$ cat src/rtl/ccva_pkg.sv
// Shared types and constants for the cyclic constant vector ALU.
// Holds the operation codes, register indexes and the control and status
// structs passed between the top level and the serial arithmetic engine.
`timescale 1ns / 1ps

package ccva_pkg;

	// Default sizes
	localparam int DATA_WIDTH_DEF = 16;
	localparam int K_DEPTH_DEF    = 4;

	// Register field widths
	localparam int OP_W      = 3;
	localparam int COUNT_W   = 3;
	localparam int POS_W     = 2;
	localparam int CFG_IDX_W = 3;

	// Configuration register indexes
	localparam logic [CFG_IDX_W-1:0] REG_OP_MODE  = 3'd0;
	localparam logic [CFG_IDX_W-1:0] REG_K_COUNT  = 3'd1;
	localparam logic [CFG_IDX_W-1:0] REG_K_WORD0  = 3'd2;

	// Operation codes; unused codes behave as OP_ADD
	typedef enum logic [OP_W-1:0] {
		OP_ADD  = 3'd0,
		OP_SUB  = 3'd1,
		OP_RSUB = 3'd2,
		OP_MUL  = 3'd3,
		OP_DIV  = 3'd4,
		OP_RDIV = 3'd5
	} op_mode_t;

	// Engine command
	typedef struct packed {
		logic     start;
		op_mode_t op;
	} ctl_t;

	// Engine status
	typedef struct packed {
		logic busy;
		logic done;
	} sts_t;

endpackage

$ cat src/rtl/cyclic_constant_vector_alu_unit.sv
// Cyclic constant vector ALU: each transaction carries a signed sample X,
// combined with a constant K from a table of up to K_DEPTH configured words
// (X+K, X-K, K-X, X*K, X/K or K/X, wrapped to DATA_WIDTH bits, division
// truncating toward zero; a zero divisor gives 0 with zero_divisor set).
// The table position advances once per transaction and wraps at k_count
// (a zero count acts as 1, a count above K_DEPTH as K_DEPTH) across the
// whole stream. Every mode runs the same steps: the bit-serial engine steps
// one operand bit per cycle, then passes the sign-fix step, hands the result to
// the output register and goes back to idle before it takes the next sample.
// A finished result may wait in the output register while the next sample
// is already being worked on; if that register is still full when the engine
// finishes, the engine holds its result and the input stays stalled until the
// output drains. Depends on ccva_pkg and ccva_engine.
`timescale 1ns / 1ps

module cyclic_constant_vector_alu_unit #(
	parameter int DATA_WIDTH = ccva_pkg::DATA_WIDTH_DEF,
	parameter int K_DEPTH    = ccva_pkg::K_DEPTH_DEF
) (
	input  logic                              clk,
	input  logic                              arst_n,
	input  logic                              cfg_write_en,
	input  logic [ccva_pkg::CFG_IDX_W-1:0]    cfg_index,
	input  logic [DATA_WIDTH-1:0]             cfg_data,
	input  logic                              in_valid,
	output logic                              in_stall,
	input  logic signed [DATA_WIDTH-1:0]      sample_in,
	output logic                              out_valid,
	input  logic                              out_stall,
	output logic signed [DATA_WIDTH-1:0]      result_out,
	output logic                              zero_divisor
);
	import ccva_pkg::*;

	logic [OP_W-1:0]       op_mode_q;
	logic [COUNT_W-1:0]    k_count_q;
	logic [DATA_WIDTH-1:0] k_word_q [K_DEPTH];
	logic [POS_W-1:0]      pos_q;
	logic                  out_valid_q;
	logic [DATA_WIDTH-1:0] result_q;
	logic                  zero_div_q;

	logic [COUNT_W-1:0]    count_eff;
	logic [POS_W-1:0]      idx;
	logic [COUNT_W-1:0]    idx_nxt;
	logic [POS_W-1:0]      pos_d;
	logic [DATA_WIDTH-1:0] k_sel;
	logic                  accept;
	logic                  take;
	ctl_t                  ctl;
	sts_t                  sts;
	logic [DATA_WIDTH-1:0] eng_result;
	logic                  eng_zero_div;

	// Configuration registers
	always_ff @(posedge clk or negedge arst_n) begin
		if (!arst_n) begin
			op_mode_q <= OP_ADD;
			k_count_q <= COUNT_W'(1);
			for (int i = 0; i < K_DEPTH; i++) begin
				k_word_q[i] <= '0;
			end
		end else if (cfg_write_en) begin
			if (cfg_index == REG_OP_MODE) begin
				op_mode_q <= cfg_data[OP_W-1:0];
			end
			if (cfg_index == REG_K_COUNT) begin
				k_count_q <= cfg_data[COUNT_W-1:0];
			end
			for (int i = 0; i < K_DEPTH; i++) begin
				if (cfg_index == CFG_IDX_W'(int'(REG_K_WORD0) + i)) begin
					k_word_q[i] <= cfg_data;
				end
			end
		end
	end

	// Effective cycle length, current index and next position
	always_comb begin
		priority if (k_count_q == '0) begin
			count_eff = COUNT_W'(1);
		end else if (k_count_q > COUNT_W'(K_DEPTH)) begin
			count_eff = COUNT_W'(K_DEPTH);
		end else begin
			count_eff = k_count_q;
		end
		idx     = ({1'b0, pos_q} < count_eff) ? pos_q : '0;
		idx_nxt = {1'b0, idx} + 1'b1;
		pos_d   = (idx_nxt >= count_eff) ? '0 : idx_nxt[POS_W-1:0];
		k_sel   = '0;
		for (int i = 0; i < K_DEPTH; i++) begin
			if (idx == POS_W'(i)) begin
				k_sel = k_word_q[i];
			end
		end
	end

	assign accept    = in_valid && !in_stall;
	assign in_stall  = sts.busy;
	assign ctl.start = accept;
	assign ctl.op    = op_mode_t'(op_mode_q);
	assign take      = sts.done && (!out_valid_q || !out_stall);

	// Table position runs across the whole stream
	always_ff @(posedge clk or negedge arst_n) begin
		if (!arst_n) begin
			pos_q <= '0;
		end else if (accept) begin
			pos_q <= pos_d;
		end
	end

	ccva_engine #(
		.DATA_WIDTH (DATA_WIDTH)
	) u_engine (
		.clk      (clk),
		.arst_n   (arst_n),
		.ctl      (ctl),
		.x_in     (sample_in),
		.k_in     (k_sel),
		.take     (take),
		.sts      (sts),
		.result   (eng_result),
		.zero_div (eng_zero_div)
	);

	// Output register
	always_ff @(posedge clk or negedge arst_n) begin
		if (!arst_n) begin
			out_valid_q <= 1'b0;
		end else if (take) begin
			out_valid_q <= 1'b1;
		end else if (!out_stall) begin
			out_valid_q <= 1'b0;
		end
	end

	always_ff @(posedge clk) begin
		if (take) begin
			result_q   <= eng_result;
			zero_div_q <= eng_zero_div;
		end
	end

	assign out_valid    = out_valid_q;
	assign result_out   = result_q;
	assign zero_divisor = zero_div_q;

	// An accepted transaction keeps the input side stalled while it runs
	a_busy_after_accept: assert property (@(posedge clk) disable iff (!arst_n)
		accept |=> in_stall)
		else $error("input not stalled after a transaction was accepted");

	// A new result appears only from a finished engine run
	a_out_from_engine: assert property (@(posedge clk) disable iff (!arst_n)
		$rose(out_valid_q) |-> $past(sts.done))
		else $error("output valid without a finished engine run");

	// A stalled result stays valid and unchanged
	a_out_hold: assert property (@(posedge clk) disable iff (!arst_n)
		out_valid && out_stall |=>
			out_valid && $stable(result_out) && $stable(zero_divisor))
		else $error("stalled result changed");

endmodule

$ cat src/rtl/ccva_engine.sv
// Bit-serial arithmetic engine: add/subtract one bit per cycle, shift-add
// multiply and restoring divide one operand bit per cycle, then a sign fix for divide.
// Depends on ccva_pkg.
`timescale 1ns / 1ps

module ccva_engine #(
	parameter int DATA_WIDTH = ccva_pkg::DATA_WIDTH_DEF
) (
	input  logic                  clk,
	input  logic                  arst_n,
	input  ccva_pkg::ctl_t        ctl,
	input  logic [DATA_WIDTH-1:0] x_in,
	input  logic [DATA_WIDTH-1:0] k_in,
	input  logic                  take,
	output ccva_pkg::sts_t        sts,
	output logic [DATA_WIDTH-1:0] result,
	output logic                  zero_div
);
	import ccva_pkg::*;

	localparam int CNT_W = (DATA_WIDTH > 1) ? $clog2(DATA_WIDTH) : 1;

	typedef enum logic [3:0] {
		S_IDLE = 4'b0001,
		S_RUN  = 4'b0010,
		S_FIX  = 4'b0100,
		S_HOLD = 4'b1000
	} state_t;

	typedef enum logic [1:0] {
		KIND_ADD = 2'd0,
		KIND_MUL = 2'd1,
		KIND_DIV = 2'd2
	} kind_t;

	state_t                state_q;
	kind_t                 kind_q;
	logic [CNT_W-1:0]      cnt_q;
	logic                  carry_q;
	logic                  neg_q;
	logic                  zero_q;
	logic [DATA_WIDTH-1:0] a_q;
	logic [DATA_WIDTH-1:0] b_q;
	logic [DATA_WIDTH-1:0] rem_q;
	logic [DATA_WIDTH-1:0] res_q;

	// Operand setup values
	kind_t                 kind_d;
	logic [DATA_WIDTH-1:0] a_d;
	logic [DATA_WIDTH-1:0] b_d;
	logic                  carry_d;
	logic [DATA_WIDTH-1:0] num;
	logic [DATA_WIDTH-1:0] den;
	logic [DATA_WIDTH-1:0] mag_num;
	logic [DATA_WIDTH-1:0] mag_den;

	// Step values
	logic                  sum_bit;
	logic                  carry_nxt;
	logic [DATA_WIDTH-1:0] prod_sum;
	logic [DATA_WIDTH:0]   trial;
	logic [DATA_WIDTH:0]   diff;
	logic                  q_bit;
	logic [DATA_WIDTH-1:0] res_neg;

	// Operand selection at start: divide works on magnitudes
	always_comb begin
		num     = (ctl.op == OP_RDIV) ? k_in : x_in;
		den     = (ctl.op == OP_RDIV) ? x_in : k_in;
		mag_num = num[DATA_WIDTH-1] ? DATA_WIDTH'('0 - num) : num;
		mag_den = den[DATA_WIDTH-1] ? DATA_WIDTH'('0 - den) : den;
		kind_d  = KIND_ADD;
		a_d     = x_in;
		b_d     = k_in;
		carry_d = 1'b0;
		unique case (ctl.op)
			OP_MUL: begin
				kind_d = KIND_MUL;
			end
			OP_DIV, OP_RDIV: begin
				kind_d = KIND_DIV;
				a_d    = mag_num;
				b_d    = mag_den;
			end
			OP_SUB: begin
				b_d     = ~k_in;
				carry_d = 1'b1;
			end
			OP_RSUB: begin
				a_d     = k_in;
				b_d     = ~x_in;
				carry_d = 1'b1;
			end
			default: begin
				a_d = x_in;
			end
		endcase
	end

	// One step of each kind
	always_comb begin
		sum_bit   = a_q[0] ^ b_q[0] ^ carry_q;
		carry_nxt = (a_q[0] & b_q[0]) | (carry_q & (a_q[0] ^ b_q[0]));
		prod_sum  = res_q + a_q;
		trial     = {rem_q, a_q[DATA_WIDTH-1]};
		diff      = trial - {1'b0, b_q};
		q_bit     = (trial >= {1'b0, b_q});
		res_neg   = DATA_WIDTH'('0 - res_q);
	end

	// Sequencer
	always_ff @(posedge clk or negedge arst_n) begin
		if (!arst_n) begin
			state_q <= S_IDLE;
			kind_q  <= KIND_ADD;
			cnt_q   <= '0;
			carry_q <= 1'b0;
			neg_q   <= 1'b0;
			zero_q  <= 1'b0;
		end else begin
			unique case (state_q)
				S_IDLE: begin
					if (ctl.start) begin
						state_q <= S_RUN;
						kind_q  <= kind_d;
						cnt_q   <= CNT_W'(DATA_WIDTH - 1);
						carry_q <= carry_d;
						neg_q   <= num[DATA_WIDTH-1] ^ den[DATA_WIDTH-1];
						zero_q  <= (kind_d == KIND_DIV) && (den == '0);
					end
				end
				S_RUN: begin
					carry_q <= carry_nxt;
					cnt_q   <= cnt_q - 1'b1;
					if (cnt_q == '0) begin
						state_q <= S_FIX;
					end
				end
				S_FIX: begin
					state_q <= S_HOLD;
				end
				S_HOLD: begin
					if (take) begin
						state_q <= S_IDLE;
					end
				end
				default: begin
					state_q <= S_IDLE;
				end
			endcase
		end
	end

	// Datapath shift registers
	always_ff @(posedge clk) begin
		unique case (state_q)
			S_IDLE: begin
				if (ctl.start) begin
					a_q   <= a_d;
					b_q   <= b_d;
					rem_q <= '0;
					res_q <= '0;
				end
			end
			S_RUN: begin
				unique case (kind_q)
					KIND_MUL: begin
						if (b_q[0]) begin
							res_q <= prod_sum;
						end
						a_q <= {a_q[DATA_WIDTH-2:0], 1'b0};
						b_q <= {1'b0, b_q[DATA_WIDTH-1:1]};
					end
					KIND_DIV: begin
						rem_q <= q_bit ? diff[DATA_WIDTH-1:0] : trial[DATA_WIDTH-1:0];
						res_q <= {res_q[DATA_WIDTH-2:0], q_bit};
						a_q   <= {a_q[DATA_WIDTH-2:0], 1'b0};
					end
					default: begin
						res_q <= {sum_bit, res_q[DATA_WIDTH-1:1]};
						a_q   <= {1'b0, a_q[DATA_WIDTH-1:1]};
						b_q   <= {1'b0, b_q[DATA_WIDTH-1:1]};
					end
				endcase
			end
			S_FIX: begin
				if (kind_q == KIND_DIV) begin
					if (zero_q) begin
						res_q <= '0;
					end else if (neg_q) begin
						res_q <= res_neg;
					end
				end
			end
			default: begin
				res_q <= res_q;
			end
		endcase
	end

	assign sts.busy = (state_q != S_IDLE);
	assign sts.done = (state_q == S_HOLD);
	assign result   = res_q;
	assign zero_div = zero_q;

	// A start is only taken while idle
	a_start_idle: assert property (@(posedge clk) disable iff (!arst_n)
		ctl.start && (state_q != S_IDLE) |=> $stable(kind_q))
		else $error("engine command changed while busy");

	// Last step leads to the sign fix
	a_run_end: assert property (@(posedge clk) disable iff (!arst_n)
		(state_q == S_RUN) && (cnt_q == '0) |=> (state_q == S_FIX))
		else $error("engine run did not end after the last step");

	// Zero-divisor flag only in divide modes
	a_zero_div_kind: assert property (@(posedge clk) disable iff (!arst_n)
		zero_q && sts.done |-> (kind_q == KIND_DIV))
		else $error("zero divisor flagged outside a divide");

endmodule
$ cat config.mk
export PLATFORM = sky130hd
export DESIGN_NAME = cyclic_constant_vector_alu_unit
export DESIGN_NICKNAME = d
export VERILOG_FILES = /design/src/rtl/ccva_pkg.sv /design/src/rtl/cyclic_constant_vector_alu_unit.sv /design/src/rtl/ccva_engine.sv
export SDC_FILE = /design/constraint.sdc
export NUM_CORES = 1
export LEC_CHECK = 0
export ABC_AREA = 1
export BUFFER_PORTS_ARGS = -buffer_cell sky130_fd_sc_hd__buf_2
export CORE_MARGIN = 1
export CORE_UTILIZATION = 62
export CTS_BUF_LIST = sky130_fd_sc_hd__clkbuf_16
export DETAILED_ROUTE_END_ITERATION = 6
export PLACE_DENSITY = 0.81
export SLEW_MARGIN = 25
export SYNTH_ARGS = -nofsm -noshare
export SYNTH_HDL_FRONTEND = slang
export SYNTH_HIERARCHICAL = 1
export SYNTH_SLANG_ARGS = --single-unit
export TNS_END_PERCENT = 50
$ cat constraint.sdc
create_clock -name clk -period 4.8 [get_ports clk]
set_clock_uncertainty 0.1 [all_clocks]
set_input_delay 0.24 -clock clk [delete_from_list [all_inputs] [get_ports clk]]
set_output_delay 0.24 -clock clk [all_outputs]
set_load 0.01 [all_outputs]
==> metrics.txt <==
detailed placer's ending HPWL=22000 um; clock latency of the later-clocked register in the worst-skew pair=0.44 ns; Max Cap Violations=0; WP data required=4.87 ns; Post-synth EDFFs=81; critical path launch point type=register; Wirelength per Cell=16.4 um; net total in the final layout=1693; number of iterations in the first detailed-routing pass=6; global-route wire length before repair=49800 um; number of hold violations in the final report=0; pwr dens=681 nW/um^2; area of the core region=18300 um^2; nets in the synthesized netlist=1668; status=finished clean; top-level port count=59; initial core utilization=64.3%; Synth Flop Type=dfrtp_1; peak supply drop=0.319 mV; FP Rows=49; largest net degree at the start of global routing=87; maximum root-to-sink buffer count=2; Clk Tree Root Cell=clkbuf_16; fraction of layout cells with a size suffix above 1=11.6%; CP arrival=4.46 ns; Routed WL=30400 um; Fmax=228 MHz; worst hold-check path type=in2reg; share of the clock period used by the worst path=91.5%; Die Span X=140 um; most frequent standard cell in the layout excluding fill and tap cells=nand2_1; IO buf count=58; warnings from Yosys=6; count of pins over their slew limit=0; category of the worst setup path capture point=register; setup repair after global routing missed its margin=no; number of filler cells placed in the layout=1542; fraction of registers with async set or reset after synthesis=51.5%; mean area per synthesized cell=7.44 um^2; All-Layer GR Usage=32.0%; number of vias after detailed routing=10900; register bit count reported by yosys=167; die height=140 um; number of antenna violations at the first check in global routing=2; Total Neg Setup Slack=0 ns; drt via density=5.88; Cell Area, Synth=11800 um^2; Clock transition at path regs=0.07 ns; TritonCTS clock tree=built; antenna violation net count after detailed routing=0; number of sinks driven by the clock tree=167; number of DRC markers after the initial detailed-route iteration=1023; total number of H-tree levels=4; critical path type=reg2reg; setup violators final=0; Die Outline Area=19500 um^2; share of synthesized area occupied by flip-flops and latches=39.0%; last weighted congestion value of the routability-driven placer=0.977; synthesized netlist cell count=1580; overall power after layout=8.62 mW; LEAKAGE=5.96 nW; Post-CTS Resized=0; Max Fanout on Critical Path=24; vias in the first global route=9929; minimum clock period after layout=4.39 ns; Post-route DRC=0; grt ovf=0; Relative slew margins=31.2%; area growth from synthesis to final layout=7.72%; number of CTS-inserted buffers=17; most frequent cells in the layout=nand2_1 (445), inv_1 (172), a21oi_1 (132); unique cell type count in the Yosys netlist=55; transition time at the pin with the least slew margin=1.03 ns
## state kept, by name, indices dropped and copies added (netlist names)
signal and count:
k_word_q 64, u_engine/rem_q 16, zero_divisor 1, u_engine/a_q 16, out_valid 1, u_engine/neg_q 1, u_engine/zero_div 1, u_engine/result 16
op_mode_q 3, u_engine/state_q 4, result_out 16, pos_q 2, u_engine/kind_q 2, u_engine/cnt_q 4, u_engine/carry_q 1, u_engine/b_q 16
k_count_q 3
## cells in the mapped netlist, types with 3 or more instances
cell | instances | area share, %
nand2_1 | 445 | 14
inv_1 | 172 | 5.5
a21oi_1 | 133 | 5.7
o21ai_0 | 109 | 4.6
nor2_1 | 101 | 3.2
dfrtp_1 | 84 | 18
edfxtp_1 | 81 | 21
nand3_1 | 81 | 3.5
o21ai_1 | 53 | 2.3
ha_1 | 45 | 4.8
o21ai_2 | 29 | 2.2
buf_2 | 26 | 1.1
clkbuf_1 | 25 | 0.80
a221oi_1 | 23 | 1.7
inv_2 | 13 | 0.42
nand4_1 | 13 | 0.69
nand2_2 | 10 | 0.53
nor3_1 | 10 | 0.43
xor2_1 | 10 | 0.75
nor2_2 | 8 | 0.43
xnor2_1 | 8 | 0.60
buf_4 | 7 | 0.45
buf_6 | 7 | 0.67
o21bai_1 | 7 | 0.45
o22ai_1 | 7 | 0.37
a31oi_1 | 6 | 0.32
a22oi_1 | 5 | 0.32
nand3_2 | 5 | 0.43
o211ai_1 | 5 | 0.32
a21o_1 | 4 | 0.26
a32oi_1 | 4 | 0.30
mux2i_1 | 4 | 0.34
nor2_4 | 4 | 0.38
fa_1 | 3 | 0.51
nand3b_1 | 3 | 0.19
o221ai_1 | 3 | 0.22
## final cells by class
type,count,area (um^2),area share (%)
diodes,2,5.00,0.0395
clock buffers,17,425,3.36
clock inverters,15,159,1.26
inverters,188,708,5.60
multi-input cells,1157,6060,47.9
flip-flops and latches,167,4590,36.2
well taps,229,287,2.26
repair buffers,74,422,3.33
## worst paths after layout
kind	endpoint	startpoint	cells past startpoint	slack, ns
worst max-delay path	u_engine/b_q[4]	k_count_q[2]	22	0.41
worst min-delay path	k_word_q[8]	cfg_data[8]	3	0.006
worst max register to register	u_engine/b_q[4]	k_count_q[2]	22	0.41
worst min register to register	k_word_q[1]	k_word_q[1]	2	0.38
max in group asynchronous	k_word_q[27]	arst_n	2	3.74
min in group asynchronous	k_count_q[1]	arst_n	2	0.31
## critical path, stage by stage (launching register included)
cell and delay [ns]:
dfrtp_1 0.42, inv_1 0.13, nand2_1 0.10, ha_1 0.28, inv_1 0.05, nor2_1 0.03
nand2_1 0.08, nand3_1 0.15, inv_1 0.14, ha_1 0.65, nand2_1 0.11, o21ai_0 0.10
nand2_1 0.08, a21oi_1 0.41, inv_1 0.14, nand2_1 0.10, o21ai_1 0.28, inv_2 0.35
nand3b_1 0.11, nand3_1 0.09, nand2_1 0.05, o211ai_1 0.07, o21ai_0 0.11
## routing by layer
layer | part of all wire (%) | vias to the layer above | global-route usage, %
met2 | 46 | 456 | 51.8
met5 | 0 | - | 0
met3 | 7.2 | 62 | 4.65
met1 | 43 | 4996 | 43.2
li1 | - | 5365 | -
met4 | 3.1 | 0 | 13.2
## through the flow
stage	util, %	area (um^2)	worst slack (ns)	hold WS, ns	instances
after floorplan	-	11800	0.519	-0.156	1580
after global placement	65.9	12000	0.721	0.365	1813
after detailed placement	65.9	12000	0.489	0.252	1813
after CTS	69.3	12700	0.468	0.00154	1847
after global routing	69.3	12700	0.00245	0.00290	1847
final	69.3	12700	0.406	0.00605	1849
## kinds of logic (layout without fill, tap and decap cells)
logic type,after synthesis,in the layout,share of synthesized area (%)
AND/OR/NAND/NOR,686,686,24.5
AO/OA/AOI/OAI,401,401,20.0
buffers and inverters,256,294,9.48
flip-flops,167,167,39.0
adder cells (fa/ha/maj),48,48,5.30
XOR/XNOR,18,18,1.34
multiplexers,4,4,0.341
other,0,2,0
## report_power, final
group | internal, mW | switching [mW] | total [mW]
Clock | 0.739 | 0.633 | 1.37
Sequential | 2.11 | 0.356 | 2.47
Combinational | 1.55 | 3.23 | 4.78
Total | 4.40 | 4.22 | 8.62
## repair_timing
item / CTS / global route
hold buffers: 2 / 0
endpoints found under the hold margin: 85 / 0
setup buffers: 0 / 0
(Power assumes the default switching activity.)
